==> src/rtl/jss_pkg.sv <==
`default_nettype none
// ----------------------------------------------------------------------------
// jss_pkg
// Shared widths, codes and types of the Jacobi stencil sweep unit.
// ----------------------------------------------------------------------------
package jss_pkg;

  localparam int CELL_BITS  = 32;
  localparam int ACC_BITS   = CELL_BITS + 2;
  localparam int ROW_BITS   = 6;
  localparam int COL_BITS   = 6;
  localparam int ADDR_BITS  = ROW_BITS + COL_BITS;
  localparam int DIM_BITS   = 7;
  localparam int SWEEP_BITS = 8;
  localparam int CFG_BITS   = 8;

  localparam logic [DIM_BITS-1:0]   MAX_ROWS       = 7'd64;
  localparam logic [DIM_BITS-1:0]   MAX_COLS       = 7'd64;
  localparam logic [DIM_BITS-1:0]   ROWS_RESET     = 7'd64;
  localparam logic [DIM_BITS-1:0]   COLS_RESET     = 7'd64;
  localparam logic [SWEEP_BITS-1:0] SWEEPS_RESET   = 8'd10;

  // opcodes
  localparam logic [1:0] OP_WRITE = 2'd0;
  localparam logic [1:0] OP_RUN   = 2'd1;
  localparam logic [1:0] OP_READ  = 2'd2;

  // configuration register indexes
  localparam logic [1:0] REG_ROWS   = 2'd0;
  localparam logic [1:0] REG_COLS   = 2'd1;
  localparam logic [1:0] REG_SWEEPS = 2'd2;

  // accumulator operations
  typedef enum logic [1:0] {
    ACC_HOLD,
    ACC_LOAD,
    ACC_ADD
  } acc_op_t;

endpackage
`default_nettype wire

==> src/rtl/jss_accum.sv <==
`default_nettype none
// ----------------------------------------------------------------------------
// jss_accum
// Shared neighbor accumulator: one adder sums four cells one at a time
// and yields the floor of the sum divided by four.
// ----------------------------------------------------------------------------
module jss_accum (
  input  wire logic                                  clk,
  input  wire jss_pkg::acc_op_t                      acc_op,
  input  wire logic signed [jss_pkg::CELL_BITS-1:0]  operand,
  output logic signed      [jss_pkg::CELL_BITS-1:0]  quarter
);

  logic signed [jss_pkg::ACC_BITS-1:0] acc_r;
  logic signed [jss_pkg::ACC_BITS-1:0] wide;
  logic signed [jss_pkg::ACC_BITS-1:0] sum;
  logic signed [jss_pkg::ACC_BITS-1:0] shifted;

  assign wide    = jss_pkg::ACC_BITS'(operand);
  assign sum     = acc_r + wide;
  // arithmetic shift gives the floor; the result always fits a cell
  assign shifted = sum >>> 2;
  assign quarter = shifted[jss_pkg::CELL_BITS-1:0];

  always_ff @(posedge clk) begin
    case (acc_op)
      jss_pkg::ACC_LOAD: acc_r <= wide;
      jss_pkg::ACC_ADD:  acc_r <= sum;
      default:           acc_r <= acc_r;
    endcase
  end

endmodule
`default_nettype wire

==> config.mk <==
export PLATFORM = sky130hd
export DESIGN_NAME = jss_accum
export DESIGN_NICKNAME = d
export VERILOG_FILES = /design/src/rtl/jss_pkg.sv /design/src/rtl/jss_accum.sv
export SDC_FILE = /design/constraint.sdc
export NUM_CORES = 1
export LEC_CHECK = 0
export BUFFER_PORTS_ARGS = -buffer_cell sky130_fd_sc_hd__buf_4
export CAP_MARGIN = 20
export CORE_ASPECT_RATIO = 1.75
export CORE_MARGIN = 8
export CORE_UTILIZATION = 24
export DETAILED_ROUTE_END_ITERATION = 10
export GPL_TIMING_DRIVEN = 0
export HOLD_SLACK_MARGIN = 0.1
export SYNTH_ARGS = -nofsm -noshare
export SYNTH_HDL_FRONTEND = slang
export SYNTH_SLANG_ARGS = --single-unit
==> constraint.sdc <==
create_clock -name clk -period 9.1 [get_ports clk]
set_clock_uncertainty 0.1 [all_clocks]
set_input_delay 1.365 -clock clk [delete_from_list [all_inputs] [get_ports clk]]
set_output_delay 1.365 -clock clk [all_outputs]
set_load 0.01 [all_outputs]
==> key figures <==
Timing
  • Setup violations, final: 0
  • Setup Total Neg Slack: 0 ns
  • Fin. Hold Viols: 0
  • Slew margin rel.: 0.456
  • Period utilization: 0.595
  • Max-slew violations: 0
  • Slew @ Worst Pin: 0.814 ns
  • Fmax: 185 MHz
  • Fin crit period: 5.41 ns
  • Min Hold Slack: 0.578 ns
  • Setup ws final: 3.69 ns
  • RSZ-0062 raised after global routing: false

Floorplan
  • Chip height: 176 um
  • Die Wd: ~110 um
  • Die ar.: about 19000 um^2
  • # IOs: 67
  • Core area: 14400 um^2
  • Cell Rows: 58
  • Initial Util: 0.244

Drt
  • DR vias: about 3200
  • DRT Pass-1 Iters: 4
  • Drt drc: 0
  • DR iter-0 viols: 130
  • Drt total wl: between 10000 and 15000 um
  • Final ANT Viol Nets: 0
  • DR vias/cell: 5.05
  • Avg WL per Cell: 16.7 um

Critical path
  • Critical Path End Type: output port
  • Crit Path Category: in2out
  • Critical path peak fanout: 4
  • CP max stage delay: ~0.61 ns
  • CP required: approximately 7.6 ns
  • Arrival @ worst endpoint: 3.95 ns
  • CP max-delay cell: or4b_1
  • R2R Path Start: acc_r[0]
  • Reg-to-reg endpoint: acc_r[30]
  • Reg2Reg Depth: 10
  • Worst R2R Setup Slack: 6.11 ns
  • Ordered list of cells on the worst path: buf_4 > ha_1 > inv_1 > fa_1 > and2b_1 > o2111ai_1 > nand2_1 > a211oi_2 > or4b_1 > and3b_1 > nor2_1 > buf_4
  • Most used cell, CP: buf_4
  • CP startpoint kind: input pin

Clock tree
  • Post-CTS setup buffers: 0
  • Max H-tree Level: 2
  • CTS clk-pin slew, worst paths: approximately 0.06 ns
  • CTS tree: yes
  • Clk Latency, worst-skew pair: 0.28 ns
  • Hold buffer count at cts: 0
  • Cts repair resizes: 0
  • CTS sink count: 34
  • Clock Tree Buf Depth: 2
  • Cts bufs inserted: 5
  • Root Buffer: clkbuf_16

Synthesis
  • Synth unique cells: 55
  • Number of synthesized flops with an enable pin: 34
  • Synth async-reset ratio: 0
  • Sequential element share of the synthesized area: 0.291
  • Predominant post-synthesis flop cell: edfxtp_1
  • Register bit count reported by yosys: 34
  • Syn_nets: ~460
  • Mapped cell area: roughly 3500 um^2
  • Post-Syn Instances: 386
  • Synthesized area per cell: 9.09 um^2
  • Yosys warnings: 0

Layout
  • Top Registers: acc_r (34)
  • P&R area growth vs syn: 24.5%
  • Biggest register: acc_r
  • Layout Utilization: 0.304
  • Nets: ~530
  • Area of the multi-input gates: 2380 um^2
  • Non-filler cells, final: 641
  • Layout cell share with drive strength beyond 1: 0.252
  • Sequential Area: 1020 um^2
  • Fill count: 1570
  • Max reg flops: 34

Global routing
  • Largest net degree at the start of global routing: 35
  • First-pass GRT wire length: 17100 um
  • Global routing's busiest layer: met2
  • Number of global-route vias before repair: ~3400
  • Initial antenna violation count: 1
  • GR Util met1: 0.109
  • Remaining Overflow, GRT: 0
  • M2 GR Usage: 0.223
  • Global Route met3 Usage: 0.0201
  • GRT Util Overall: 0.114

Hold path
  • WHS Endpoint: acc_r[0]
  • Hold crit path type: reg2reg
  • Hold depth: 2
  • Min-delay src: acc_r[0]

Place
  • Pre-CTS setup slack: 3.67 ns
  • Gpl congestion: 0.899
  • Detail Placement HPWL: 8830 um
  • IO buf count: 66
  • Inst Count DP: 632

Job
  • Max Cap Viol: 0

Power
  • Pleak: 1.78 nW
  • Pwr Density: approximately 190 nW/um^2
  • Peak VDD IR: 0.0000763 V

Run status
  • Outcome: completed
power by group:
| group | internal (mW) | switching [mW] | leakage [nW] |
|---|---|---|---|
| combinational | 0.206 | 0.267 | 1.37 |
| clock | 0.100 | 0.0692 | 0.0683 |
| sequential | 0.202 | 0.00717 | 0.333 |
cells by family after synthesis:
group,Yosys count,share of synthesized area
AND/OR/NAND/NOR,109,0.149
AO/OA/AOI/OAI,122,0.236
adder cells (fa/ha/maj),35,0.127
XOR/XNOR,32,0.0799
buffers and inverters,27,0.0310
multiplexers,27,0.0863
flip-flops,34,0.291
final cells by class:
class / count / share of cell area
clock inverters: 2 / 0.00200
well taps: 180 / 0.0515
diodes: 1 / 0.000573
plain buffers: 15 / 0.0146
flip-flops and latches: 34 / 0.234
repair buffers: 66 / 0.113
inverters: 12 / 0.0103
clock buffers: 6 / 0.0295
multi-input cells: 325 / 0.545
per-stage QoR:
stage                     power, mW  cell area (um^2)
final                         0.852              4370
after global routing          0.911              4370
after CTS                     0.866              4370
after detailed placement      0.692              4230
after global placement        0.687              4230
after floorplan               0.505              3510
how the worst max path moves through the flow:
| stage | startpoint | end | cells past startpoint |
|---|---|---|---|
| global route | operand[0] | quarter[28] | 12 |
| CTS | operand[0] | quarter[28] | 12 |
| finish | operand[0] | quarter[28] | 12 |
| floorplan | operand[0] | quarter[28] | 10 |
| detailed placement | operand[0] | quarter[28] | 12 |
| global placement | operand[0] | quarter[28] | 12 |
per-layer routing:
metal / part of all wire / wire length [um]
met5: 0 / 0
met4: 0.019 / 204
met3: 0.034 / 360
met2: 0.58 / 6150
met1: 0.37 / 3980
critical path: cells and delay by family:
kind | cells | cell delay (ns)
buffers and inverters | 3 | 0.29
AOI/OAI and AO/OA | 2 | 0.28
adders and majority gates | 2 | 0.55
and+or+nand+nor | 5 | 1.46
synth_stat cells, drive strengths merged, types with 2 or more instances:
library cell | n | share of area
a21oi | 41 | 0.060
nand2 | 39 | 0.042
edfxtp | 34 | 0.29
ha | 34 | 0.12
nor2 | 28 | 0.030
mux2 | 26 | 0.083
o21ai | 19 | 0.027
xnor2 | 19 | 0.047
xor2 | 13 | 0.032
inv | 12 | 0.013
nand4 | 12 | 0.021
a21o | 11 | 0.024
clkbuf | 8 | 0.0086
nand3 | 8 | 0.011
a21boi | 7 | 0.015
buf | 7 | 0.0096
o21bai | 7 | 0.015
o21a | 6 | 0.013
and2 | 5 | 0.0089
o211ai | 5 | 0.011
a211oi | 4 | 0.011
nor2b | 3 | 0.0053
o31ai | 3 | 0.011
a211o | 2 | 0.0050
a22oi | 2 | 0.0043
a31o | 2 | 0.0050
a31oi | 2 | 0.0036
and4 | 2 | 0.0050
nand2b | 2 | 0.0036
nor4 | 2 | 0.0036
o2111ai | 2 | 0.0050
or3 | 2 | 0.0036
cell usage in the layout, fill, tap and decap left out, drive strengths merged, types with 14 or more instances in the layout:
cell type / instances
nand2: 39
ha: 34
edfxtp: 34
nor2: 28
buf: 73
a21oi: 41
mux2: 26
xnor2: 19
clkbuf: 14
o21ai: 19
No activity file was read; power rests on OpenSTA's default activity.
